===== config.mk =====
export PLATFORM = sky130hd
export DESIGN_NAME = coeff_compress_pack_codec_unit
export DESIGN_NICKNAME = d
export VERILOG_FILES = /design/src/rtl/ccpc_pkg.sv /design/src/rtl/coeff_compress_pack_codec_unit.sv /design/src/rtl/ccpc_div.sv /design/src/rtl/ccpc_mul.sv
export SDC_FILE = /design/constraint.sdc
export NUM_CORES = 1
export LEC_CHECK = 0
export CORE_MARGIN = 1
export CORE_UTILIZATION = 60
export DETAILED_ROUTE_END_ITERATION = 8
export DONT_BUFFER_PORTS = 1
export PLACE_DENSITY = 0.77
export SETUP_SLACK_MARGIN = 0.3
export SLEW_MARGIN = 20
export SYNTH_ARGS = -nofsm -noshare
export SYNTH_HDL_FRONTEND = slang
export SYNTH_SLANG_ARGS = --single-unit

===== constraint.sdc =====
create_clock -name clk -period 8.5 [get_ports clk]
set_clock_uncertainty 0.05 [all_clocks]
set_input_delay 0.425 -clock clk [delete_from_list [all_inputs] [get_ports clk]]
set_output_delay 0.425 -clock clk [all_outputs]
set_load 0.02 [all_outputs]

===== src/rtl/ccpc_pkg.sv =====
`timescale 1ns / 1ps
`default_nettype none

package ccpc_pkg;

	// Field and register widths
	localparam int DATA_W    = 13;
	localparam int OUT_W     = 12;
	localparam int MOD_W     = 12;
	localparam int BPC_W     = 4;
	localparam int DIR_W     = 2;
	localparam int CFG_IDX_W = 2;
	localparam int CFG_W     = 12;
	localparam int BYTE_W    = 8;

	// Bit buffer
	localparam int BUF_W = 18;
	localparam int CNT_W = 5;

	// Smallest coefficient width
	localparam int D_MIN = 8;

	typedef enum logic [DIR_W-1:0] {
		DIR_COMPRESS   = 2'd0,
		DIR_DECOMPRESS = 2'd1,
		DIR_RAW        = 2'd2,
		DIR_NONE       = 2'd3
	} dir_t;

	typedef enum logic [CFG_IDX_W-1:0] {
		CFG_DIRECTION = 2'd0,
		CFG_BITS      = 2'd1,
		CFG_MODULUS   = 2'd2,
		CFG_UNUSED    = 2'd3
	} cfg_idx_t;

	localparam dir_t             DIR_RESET = DIR_COMPRESS;
	localparam logic [BPC_W-1:0] BPC_RESET = 4'd10;
	localparam logic [MOD_W-1:0] MOD_RESET = 12'd3329;

endpackage

`default_nettype wire


===== src/rtl/coeff_compress_pack_codec_unit.sv =====
`timescale 1ns / 1ps
`default_nettype none

// Coefficient compress/pack and unpack/decompress codec.
// Input channel (item_valid/item_stall): data_in and first_of_vector; a
// transaction completes when item_valid is high and item_stall is low.
// Output channel (res_valid/res_stall): out_value and last_of_run; each input
// item gives zero, one or two result transactions, last_of_run marks the final.
// Config port: cfg_we/cfg_index/cfg_wdata; the user must write it only while
// the block is idle, which the block does not enforce. One item is processed
// at a time; item_stall is high until its last result sits in the output
// register, so the next item is taken while it waits. Compress: each item
// runs the serial divider (DATA_W + MAX_D + 1 steps) when the modulus is
// nonzero, then one push and one pop per byte. Raw unpack: one push, then
// one pop per value. Decompress: each popped value runs the serial multiplier.
// Reset clears the bit buffer and output valid flag and sets config to its defaults.
// When the receiver stalls, the result is held and processing waits for the
// output register to free up; no result is dropped.
module coeff_compress_pack_codec_unit #(
	parameter int MAX_D = 11
) (
	input  wire logic                                clk,
	input  wire logic                                arst_n,

	input  wire logic                                item_valid,
	output logic                                     item_stall,
	input  wire logic signed [ccpc_pkg::DATA_W-1:0]  data_in,
	input  wire logic                                first_of_vector,

	output logic                                     res_valid,
	input  wire logic                                res_stall,
	output logic [ccpc_pkg::OUT_W-1:0]               out_value,
	output logic                                     last_of_run,

	input  wire logic                                cfg_we,
	input  wire logic [ccpc_pkg::CFG_IDX_W-1:0]      cfg_index,
	input  wire logic [ccpc_pkg::CFG_W-1:0]          cfg_wdata
);
	import ccpc_pkg::*;

	localparam int NUM_W = DATA_W + MAX_D + 1;
	localparam int PW    = MAX_D + MOD_W;

	typedef enum logic [4:0] {
		ST_IDLE = 5'b00001,
		ST_DIV  = 5'b00010,
		ST_PUSH = 5'b00100,
		ST_POP  = 5'b01000,
		ST_MUL  = 5'b10000
	} state_t;

	state_t             state_q;
	dir_t               dir_q;
	logic [BPC_W-1:0]   bpc_q;
	logic [MOD_W-1:0]   mod_q;
	logic [BUF_W-1:0]   buf_q;
	logic [CNT_W-1:0]   cnt_q;
	logic [1:0]         n_q;
	logic [MAX_D-1:0]   push_val_q;
	logic               last_pend_q;
	logic               res_valid_q;
	logic [OUT_W-1:0]   res_value_q;
	logic               res_last_q;

	logic               accept;
	logic [BPC_W-1:0]   d_eff;
	logic [MAX_D-1:0]   mask_d;
	logic [BPC_W-1:0]   need;
	logic [BPC_W-1:0]   push_w;
	logic [DATA_W-1:0]  raw;
	logic [DATA_W-1:0]  u;
	logic [NUM_W-1:0]   num;

	logic [BUF_W-1:0]   shifted;
	logic [BUF_W-1:0]   buf_pushed;
	logic [CNT_W-1:0]   cnt_sum;
	logic [CNT_W-1:0]   cnt_pushed;

	logic               can_pop;
	logic [BUF_W-1:0]   pop_bits;
	logic [MAX_D-1:0]   pop_t;
	logic [CNT_W-1:0]   cnt_left;
	logic               last_now;
	logic               out_free;

	logic               div_start;
	logic               div_busy;
	logic [MAX_D-1:0]   div_quo;
	logic               mul_start;
	logic               mul_busy;
	logic [PW-1:0]      mul_prod;
	logic [PW:0]        rnd_sum;
	logic [PW:0]        decomp_v;

	logic               out_load;
	logic [OUT_W-1:0]   out_load_value;
	logic               out_load_last;

	assign accept = item_valid && !item_stall;
	assign item_stall = (state_q != ST_IDLE);

	// Width clamped to D_MIN..MAX_D
	always_comb begin
		if (bpc_q < BPC_W'(D_MIN))
			d_eff = BPC_W'(D_MIN);
		else if (bpc_q > BPC_W'(MAX_D))
			d_eff = BPC_W'(MAX_D);
		else
			d_eff = bpc_q;
	end

	assign mask_d = ~({MAX_D{1'b1}} << d_eff);
	assign need   = (dir_q == DIR_COMPRESS) ? BPC_W'(BYTE_W) : d_eff;
	assign push_w = (dir_q == DIR_COMPRESS) ? d_eff : BPC_W'(BYTE_W);

	// Negative coefficient gets q added, wrapping at 13 bits
	assign raw = $unsigned(data_in);
	assign u   = raw[DATA_W-1] ? (raw + DATA_W'(mod_q)) : raw;
	assign num = (NUM_W'(u) << d_eff) + NUM_W'(mod_q >> 1);

	// Push into bit buffer; bits beyond the top are lost
	assign shifted    = BUF_W'(push_val_q) << cnt_q;
	assign buf_pushed = (cnt_q < CNT_W'(BUF_W)) ? (buf_q | shifted) : buf_q;
	assign cnt_sum    = cnt_q + CNT_W'(push_w);
	assign cnt_pushed = (cnt_sum > CNT_W'(BUF_W)) ? CNT_W'(BUF_W) : cnt_sum;

	// Pop side
	assign can_pop  = (n_q < 2'd2) && (cnt_q >= CNT_W'(need));
	assign pop_bits = buf_q & ~({BUF_W{1'b1}} << need);
	assign pop_t    = pop_bits[MAX_D-1:0];
	assign cnt_left = cnt_q - CNT_W'(need);
	assign last_now = !((n_q == 2'd0) && (cnt_left >= CNT_W'(need)));
	assign out_free = !res_valid_q || !res_stall;

	assign div_start = (state_q == ST_IDLE) && accept && (dir_q == DIR_COMPRESS)
		&& (mod_q != '0);
	assign mul_start = (state_q == ST_POP) && can_pop && out_free
		&& (dir_q == DIR_DECOMPRESS);

	assign rnd_sum  = {1'b0, mul_prod} + ((PW+1)'(1) << (d_eff - 1'b1));
	assign decomp_v = rnd_sum >> d_eff;

	ccpc_div #(
		.MAX_D(MAX_D)
	) u_div (
		.clk     (clk),
		.arst_n  (arst_n),
		.start   (div_start),
		.num     (num),
		.divisor (mod_q),
		.busy    (div_busy),
		.quotient(div_quo)
	);

	ccpc_mul #(
		.MAX_D(MAX_D)
	) u_mul (
		.clk    (clk),
		.arst_n (arst_n),
		.start  (mul_start),
		.mplier (pop_t),
		.mcand  (mod_q),
		.busy   (mul_busy),
		.product(mul_prod)
	);

	// Output register load
	always_comb begin
		out_load       = 1'b0;
		out_load_value = OUT_W'(pop_t);
		out_load_last  = last_now;
		unique case (state_q)
			ST_POP: begin
				if (can_pop && out_free && (dir_q != DIR_DECOMPRESS))
					out_load = 1'b1;
			end
			ST_MUL: begin
				out_load_value = decomp_v[OUT_W-1:0];
				out_load_last  = last_pend_q;
				if (!mul_busy && out_free)
					out_load = 1'b1;
			end
			ST_IDLE, ST_DIV, ST_PUSH: begin
				out_load = 1'b0;
			end
			default: begin
				out_load = 1'b0;
			end
		endcase
	end

	// Control, config and bit buffer
	always_ff @(posedge clk or negedge arst_n) begin
		if (!arst_n) begin
			state_q <= ST_IDLE;
			dir_q   <= DIR_RESET;
			bpc_q   <= BPC_RESET;
			mod_q   <= MOD_RESET;
			buf_q   <= '0;
			cnt_q   <= '0;
			n_q     <= '0;
		end else begin
			if (cfg_we) begin
				unique case (cfg_idx_t'(cfg_index))
					CFG_DIRECTION: dir_q <= dir_t'(cfg_wdata[DIR_W-1:0]);
					CFG_BITS:      bpc_q <= cfg_wdata[BPC_W-1:0];
					CFG_MODULUS:   mod_q <= cfg_wdata[MOD_W-1:0];
					CFG_UNUSED:    ;
					default:       ;
				endcase
			end

			unique case (state_q)
				ST_IDLE: begin
					if (accept && (dir_q != DIR_NONE)) begin
						if (first_of_vector) begin
							buf_q <= '0;
							cnt_q <= '0;
						end
						n_q <= '0;
						if ((dir_q == DIR_COMPRESS) && (mod_q != '0))
							state_q <= ST_DIV;
						else
							state_q <= ST_PUSH;
					end
				end
				ST_DIV: begin
					if (!div_busy)
						state_q <= ST_PUSH;
				end
				ST_PUSH: begin
					buf_q   <= buf_pushed;
					cnt_q   <= cnt_pushed;
					state_q <= ST_POP;
				end
				ST_POP: begin
					if (!can_pop) begin
						state_q <= ST_IDLE;
					end else if (out_free) begin
						buf_q <= buf_q >> need;
						cnt_q <= cnt_left;
						n_q   <= n_q + 1'b1;
						if (dir_q == DIR_DECOMPRESS)
							state_q <= ST_MUL;
						else if (last_now)
							state_q <= ST_IDLE;
					end
				end
				ST_MUL: begin
					if (out_load)
						state_q <= last_pend_q ? ST_IDLE : ST_POP;
				end
				default: begin
					state_q <= ST_IDLE;
				end
			endcase
		end
	end

	// Value to push: compress quotient, all ones for zero modulus, or byte
	always_ff @(posedge clk) begin
		if ((state_q == ST_IDLE) && accept) begin
			if (dir_q == DIR_COMPRESS)
				push_val_q <= mask_d;
			else
				push_val_q <= MAX_D'(raw[BYTE_W-1:0]);
		end else if ((state_q == ST_DIV) && !div_busy) begin
			push_val_q <= div_quo & mask_d;
		end
		if (mul_start)
			last_pend_q <= last_now;
	end

	always_ff @(posedge clk or negedge arst_n) begin
		if (!arst_n)
			res_valid_q <= 1'b0;
		else if (out_load)
			res_valid_q <= 1'b1;
		else if (res_valid_q && !res_stall)
			res_valid_q <= 1'b0;
	end

	always_ff @(posedge clk) begin
		if (out_load) begin
			res_value_q <= out_load_value;
			res_last_q  <= out_load_last;
		end
	end

	assign res_valid   = res_valid_q;
	assign out_value   = res_value_q;
	assign last_of_run = res_last_q;

endmodule

`default_nettype wire


===== src/rtl/ccpc_div.sv =====
`timescale 1ns / 1ps
`default_nettype none

// Restoring divider, one quotient bit per cycle, MSB first.
// Only the low MAX_D quotient bits are kept.
module ccpc_div #(
	parameter int MAX_D = 11
) (
	input  wire logic                          clk,
	input  wire logic                          arst_n,
	input  wire logic                          start,
	input  wire logic [ccpc_pkg::DATA_W+MAX_D:0] num,
	input  wire logic [ccpc_pkg::MOD_W-1:0]    divisor,
	output logic                               busy,
	output logic [MAX_D-1:0]                   quotient
);
	import ccpc_pkg::*;

	localparam int NUM_W  = DATA_W + MAX_D + 1;
	localparam int STEP_W = $clog2(NUM_W);

	logic [NUM_W-1:0]  num_q;
	logic [MOD_W-1:0]  rem_q;
	logic [MOD_W-1:0]  div_q;
	logic [MAX_D-1:0]  quo_q;
	logic [STEP_W-1:0] step_q;
	logic              busy_q;

	logic [MOD_W:0]    trial;
	logic              ge;
	logic [MOD_W:0]    diff;

	assign trial = {rem_q, num_q[NUM_W-1]};
	assign ge    = trial >= {1'b0, div_q};
	assign diff  = trial - {1'b0, div_q};

	always_ff @(posedge clk or negedge arst_n) begin
		if (!arst_n) begin
			busy_q <= 1'b0;
			step_q <= '0;
		end else if (start) begin
			busy_q <= 1'b1;
			step_q <= STEP_W'(NUM_W - 1);
		end else if (busy_q) begin
			step_q <= step_q - 1'b1;
			if (step_q == '0)
				busy_q <= 1'b0;
		end
	end

	always_ff @(posedge clk) begin
		if (start) begin
			num_q <= num;
			div_q <= divisor;
			rem_q <= '0;
			quo_q <= '0;
		end else if (busy_q) begin
			num_q <= {num_q[NUM_W-2:0], 1'b0};
			rem_q <= ge ? diff[MOD_W-1:0] : trial[MOD_W-1:0];
			quo_q <= {quo_q[MAX_D-2:0], ge};
		end
	end

	assign busy     = busy_q;
	assign quotient = quo_q;

endmodule

`default_nettype wire


===== src/rtl/ccpc_mul.sv =====
`timescale 1ns / 1ps
`default_nettype none

// Shift-add multiplier, one multiplier bit per cycle, LSB first.
module ccpc_mul #(
	parameter int MAX_D = 11
) (
	input  wire logic                           clk,
	input  wire logic                           arst_n,
	input  wire logic                           start,
	input  wire logic [MAX_D-1:0]               mplier,
	input  wire logic [ccpc_pkg::MOD_W-1:0]     mcand,
	output logic                                busy,
	output logic [MAX_D+ccpc_pkg::MOD_W-1:0]    product
);
	import ccpc_pkg::*;

	localparam int PW     = MAX_D + MOD_W;
	localparam int STEP_W = $clog2(MAX_D);

	logic [PW-1:0]     prod_q;
	logic [MOD_W-1:0]  mcand_q;
	logic [STEP_W-1:0] step_q;
	logic              busy_q;

	logic [MOD_W:0]    sum;

	assign sum = {1'b0, prod_q[PW-1:MAX_D]} + (prod_q[0] ? {1'b0, mcand_q} : '0);

	always_ff @(posedge clk or negedge arst_n) begin
		if (!arst_n) begin
			busy_q <= 1'b0;
			step_q <= '0;
		end else if (start) begin
			busy_q <= 1'b1;
			step_q <= STEP_W'(MAX_D - 1);
		end else if (busy_q) begin
			step_q <= step_q - 1'b1;
			if (step_q == '0)
				busy_q <= 1'b0;
		end
	end

	always_ff @(posedge clk) begin
		if (start) begin
			prod_q  <= {{MOD_W{1'b0}}, mplier};
			mcand_q <= mcand;
		end else if (busy_q) begin
			prod_q <= {sum, prod_q[MAX_D-1:1]};
		end
	end

	assign busy    = busy_q;
	assign product = prod_q;

endmodule

`default_nettype wire

==> results.toml, run 1 <==
[final_layout]
seqCellArea_sq_um = 4763
layout-drive-gt1-share = 0.07295
area_growth_pct = 7.434
multiInputGateArea_sq_um = 7406
diodes = 0
layout_commonest_cell = "nand2_1"
fillers = 1682
mostFrequentLayoutCells = "nand2_1 (187), nor2_1 (138), o21ai_0 (117)"
final_net_count = 1520
fin_util = 0.6606

[yosys]
syn_area_sq_um = 12520
ys_async_sr_fraction = 0.3333
yosys.area_share.xor_xnor = 0.04267
ys_seq_area_frac = 0.3804
yosys.area_share.adder = 0.09213
syn-mean-instance-area_sq_um = 8.906
synthMuxAreaShare = 0.07504
synth_flop_cell = "edfxtp_1"
yosys_warnings = 0
yosysUniqueCellTypes = 86
synth_edf_count = 85
synth_compound_area_frac = 0.1856
synthSimpleGateAreaFrac = 0.1875
synthCells = 1406
synth_top_family_by_area = "simple AND/OR/NAND/NOR gates"
synth-seq-cells = 180

[routing]
drtIter0Drc = 949
ant_nets = 0
firstDrtPassIters = 5
viasPerCell = 6.247
routed_wl_um = 30820
wl_per_cell_um = 18.32
vias = 10508
drc = 0

[cts]
cts_resized = 0
hold_buffers = 2
clock_latency_ps = 440
cts_tree = "done"
cts_inserted_buffers = 17
cts_setup_buffers = 0
cts_root_buf = "clkbuf_16"
cts_buffer_depth = 2
h-tree-depth = 4
clk_pin_slew_ps = 70
cts_sinks = 180

[grt]
antenna_found_initial = 0
grt_pass1_vias = 9875
grt.overflow.total = 0
grt_max_degree = 65
grt_usage = 0.2929
grt_pass1_wl_um = 49720

[power]
leakage_nw = 5.707
power_mw = 4.721
p_sw_frac = 0.4302
vdd_drop_max_v = 0.0001816
p_seq_frac = 0.336
p_sw_mw = 2.031
powerDensity_nw_per_um2 = 350.9
p_comb_frac = 0.487
intPower_mw = 2.690
clkPwrFrac = 0.178

[critical_path]
setup.worst_path.class = "reg -> reg"
critical_path_buf_inv_count = 3
endpoint_kind = "flip-flop"
start_kind = "flip-flop"
cp.required_ps = 8770
max_stage_delay_ps = 590
crit_path_max_fanout = 36
crit_family = "simple AND/OR/NAND/NOR gates"
path_cells = "o21ai_2 > nor2_1 > inv_1 > ha_1 > nor2b_1 > o21a_1 > o21ai_0 > a31oi_1 > nand2_1 > a21oi_1 > nand2_1 > inv_1 > buf_4 > nor4b_1 > mux2i_1 > nand3_1"
worstPathArrival_ps = 4870
crit_slowest_cell = "dfstp_2"

[floorplan]
io_pins = 48
core_region_area_sq_um = 20360
chipHeight_um = 146.5
die_w_um = 146.5
initial_core_util = 0.6149
die-area_sq_um = 21450
core.rowCount = 52

[timing]
rsz0062_at_grt = "false"
finalSetupViolations = 0
fmax_mhz = 217.3
worst_pin_slew_ps = 974.6
period_minus_slack_ps = 4601
slew_headroom = 0.3502
hold_viol_final = 0
fin_setup_tns_ps = 0
slew_violations = 0
finalCritPeriodShare = 0.5413

[placement]
port_buffers = 0
hpwl_um = 22140
gp_congestion = 0.9249

[worst_hold_path]
hp-class = "in -> reg"

[run]
max_cap_viol_count = 0

[outcome]
status = "complete, no violations"
[per-layer routing]
layer	up-vias	GRT usage	part of all wire
met2	391	0.4817	0.46
met5	-	0	0
met1	5018	0.4039	0.45
met4	0	0.08490	0.020
li1	5055	-	-
met3	44	0.03969	0.063
[layout make-up]
| type | instances | share of cell area |
|---|---|---|
| Clock buffer | 18 | 0.03190 |
| Timing Repair Buffer | 12 | 0.008371 |
| Tap cell | 270 | 0.02511 |
| Clock inverter | 14 | 0.01414 |
| Multi-Input combinational cell | 1131 | 0.5505 |
| Sequential cell | 180 | 0.3541 |
| Inverter | 57 | 0.01590 |
[path summary, 6_finish.rpt]
check | from | end | slack [ps] | cells past startpoint
worst max-delay path | bpc_q[3]$_DFFE_PN1P_ | u_mul.product[20]$_SDFFE_PP0P_ | 3900 | 16
worst min-delay path | cfg_wdata[7] | mod_q[7]$_DFFE_PN0P_ | 80 | 1
worst max register to register | bpc_q[3]$_DFFE_PN1P_ | u_mul.product[20]$_SDFFE_PP0P_ | 3900 | 16
worst min register to register | u_div.rem_q[10]$_SDFFE_PP0P_ | u_div.rem_q[10]$_SDFFE_PP0P_ | 460 | 2
max in group asynchronous | arst_n | state_q[0]$_DFFE_PN1P_ | 7560 | 2
min in group asynchronous | arst_n | u_div.step_q[1]$_DFFE_PN0P_ | 520 | 2
[state kept, by name, indices dropped and copies added, names as in the netlist, 4 cells and up]
register	flops
bpc_q	4
buf_q	18
cnt_q	5
mod_q	12
out_value	12
push_val_q	11
state_q	5
u_div.div_q	12
u_div.num_q	25
u_div.quotient	11
u_div.rem_q	12
u_div.step_q	5
u_mul.mcand_q	12
u_mul.product	23
u_mul.step_q	4
[power groups by stage]
stage / clock network [mW] / logic [mW] / registers [mW]
2_1_floorplan: 0 / 1.89 / 1.43
5_1_grt: 0.871 / 2.58 / 1.62
3_5_place_dp: 0 / 2.24 / 1.59
3_3_place_gp: 0 / 2.18 / 1.58
4_1_cts: 0.842 / 2.27 / 1.58
6_report: 0.838 / 2.30 / 1.59
[per-stage QoR]
| stage | hold slack [ps] | std cells | setup slack [ps] | cell area, sq um |
|---|---|---|---|---|
| 3_3_place_gp | 82.22 | 1648 | 4110 | 12800 |
| 5_1_grt | 72.95 | 1682 | 3461 | 13450 |
| 2_1_floorplan | 79.41 | 1430 | 4149 | 12610 |
| 3_5_place_dp | 82.13 | 1648 | 4030 | 12800 |
| 6_report | 79.52 | 1682 | 3899 | 13450 |
| 4_1_cts | 73.03 | 1682 | 4021 | 13450 |
[cell families (layout without fill, tap and decap cells)]
kind of cell    after synthesis  in the layout
simple gates                506            506
fa+ha+maj                    88             88
flops                       180            180
other cells                   2             26
xor+xnor                     61             61
buf+inv                     119            101
compound gates              363            363
mux                          87             87
[cell usage after synthesis (25+ instances only)]
cell type	number	area [sq um]
inv_1	55	206.5
mux2_2	25	281.5
nor2_1	138	518.0
mux2i_1	59	590.6
nor3_1	31	155.2
ha_1	81	1013
nand2_1	187	701.9
xor2_1	27	236.5
o21ai_0	118	590.6
dfrtp_1	53	1326
a21oi_1	83	415.4
xnor2_1	34	297.8
dfxtp_1	35	700.7
nand3_1	29	145.1
edfxtp_1	85	2552
clkbuf_1	51	191.4
Note: power is estimated with default switching activity, not from simulation.
==> run 2: changes to the inputs <==
CORE_UTILIZATION = 59   (was 60)
PLACE_DENSITY = 0.79   (was 0.77)
clock period = 3.76 ns   (was 8.5 ns; I/O delays follow)
==> run 2 against run 1 <==
  * First-iteration DRC count shrank 2.8%
  * Final area grew 11%
  * Via count grew 5.2%
  * Register-to-register slack lost 3800 ps
  * Sequential share of layout area shrank 3.4 points
  * Final cell count grew 6.4%
  * Fmax grew 26%
==> results.toml, run 2 (synthesized netlist as in run 1, its figures left out) <==
[critical_path]
start_kind = "flip-flop"
setup.worst_path.class = "reg -> reg"
reg2reg_depth = 15
cp.required_ps = 3910
rr_startpoint = "bpc_q[2]$_DFFE_PN0P_"
critPathCapture = "out_value[8]$_DFFE_PP_"
rrSetupSlack_ps = 100
r2r_end = "out_value[8]$_DFFE_PP_"
endpoint_kind = "flip-flop"
cp-startpoint = "bpc_q[2]$_DFFE_PN0P_"
worstPathArrival_ps = 3810
crit_path_max_fanout = 7

[floorplan]
initial_core_util = 0.6110
chipHeight_um = 147.7
core_region_area_sq_um = 20490
die_w_um = 147.7
core.rowCount = 52
die-area_sq_um = 21810
io_pins = 48

[cts]
cts_inserted_buffers = 17
cts_tree = "done"
clk_pin_slew_ps = 80
cts_sinks = 180
clock_latency_ps = 460
h-tree-depth = 4
cts_root_buf = "clkbuf_16"
cts_buffer_depth = 2

[routing]
vias = 11057
wl_per_cell_um = 18.68
drtIter0Drc = 922
routed_wl_um = 33430
drc = 0
firstDrtPassIters = 6
viasPerCell = 6.177
ant_nets = 0

[final_layout]
seqCellArea_sq_um = 4765
final_area_sq_um = 14880
multiInputGateArea_sq_um = 7888
layout_commonest_cell = "nand2_1"
fillers = 1471
final_net_count = 1627
area_growth_pct = 18.83
final_cells = 1790
layout-drive-gt1-share = 0.1758
mostFrequentLayoutCells = "nand2_1 (182), nor2_1 (134), o21ai_0 (98)"
top_register = "u_div.num_q"
largest_register_ffs = 25

[power]
powerDensity_nw_per_um2 = 784.8
vdd_drop_max_v = 0.0003782
power_mw = 11.68
leakage_nw = 6.328

[timing]
finalCritPeriodShare = 0.9734
worst_pin_slew_ps = 871.7
fmax_mhz = 273.2
fin_setup_tns_ps = 0
finalSetupViolations = 0
hold_viol_final = 0
setup_ws_ps = 100.1
slew_violations = 0
period_minus_slack_ps = 3660
slew_headroom = 0.4171
rsz0062_at_grt = "true"

[grt]
grt_usage = 0.3120
grt_pass1_wl_um = 53270
antenna_found_initial = 1
grt.overflow.total = 0
grt_pass1_vias = 10705
grt_max_degree = 64

[placement]
hpwl_um = 23040
dp_worst_setup_slack_ps = 19.57
dp_cells = 1697
port_buffers = 0
gp_congestion = 0.9259
dpl_cell_area_sq_um = 13280

[worst_hold_path]
min_path_cells = 2
hp-class = "in -> reg"

[outcome]
status = "complete, no violations"

[run]
max_cap_viol_count = 0
run 2: worst min-delay path by stage:
stage / startpoint / to
after global routing: cfg_index[0] / dir_q[0]$_DFFE_PN0P_
after detailed placement: arst_n / u_mul.step_q[2]$_DFFE_PN0P_
after global placement: arst_n / u_mul.step_q[2]$_DFFE_PN0P_
final: cfg_index[0] / dir_q[0]$_DFFE_PN0P_
after CTS: cfg_index[0] / dir_q[0]$_DFFE_PN0P_
after floorplan: arst_n / bpc_q[0]$_DFFE_PN0P_
run 2: area by class of cell:
class,instances,area share
Antenna cell,1,0.0001682
Clock buffer,17,0.02859
Clock inverter,15,0.01556
Inverter,57,0.01438
Multi-Input combinational cell,1131,0.5301
Sequential cell,180,0.3202
Tap cell,270,0.02270
Timing Repair Buffer,119,0.06836
run 2: timing repair:
| action | CTS | global route |
|---|---|---|
| endpoints found under the hold margin | 87 | 1 |
| pin swaps | 48 | 41 |
| buffers inserted | 23 | 13 |
| gates resized for setup | 41 | 65 |
| hold buffers | 23 | 1 |
| setup endpoints to repair | 18 | 90 |
run 2: routing by layer:
layer	up-vias	routed length, um	global-route usage
li1	5263	-	-
met1	5278	14090	0.3976
met4	0	1264	0.1366
met5	-	0	0
met3	86	2146	0.07284
met2	430	15930	0.5068
run 2: critical path, stage by stage (launching register included):
cell	delay [ps]
dfrtp_1	390
o31a_1	380
ha_4	270
and3_4	190
ha_4	270
and4_4	240
nand2_2	70
a21oi_2	160
a21boi_4	80
a221o_1	400
buf_6	170
nor3b_2	150
o21ai_1	90
o211ai_1	160
nor2_1	90
o31a_1	240
run 2: power by group:
part | switching (mW) | leakage [nW] | internal [mW]
Combinational | 3.54 | 4.15 | 2.72
Clock | 0.918 | 0.317 | 1.04
Sequential | 0.607 | 1.86 | 2.86
run 2: through the flow:
step	hold WS, ps	utilization
floorplan	-157.6	-
global route	13.26	0.7261
CTS	14.37	0.7081
global placement	-156.3	0.6478
detailed placement	-156.0	0.6478
finish	29.88	0.7261
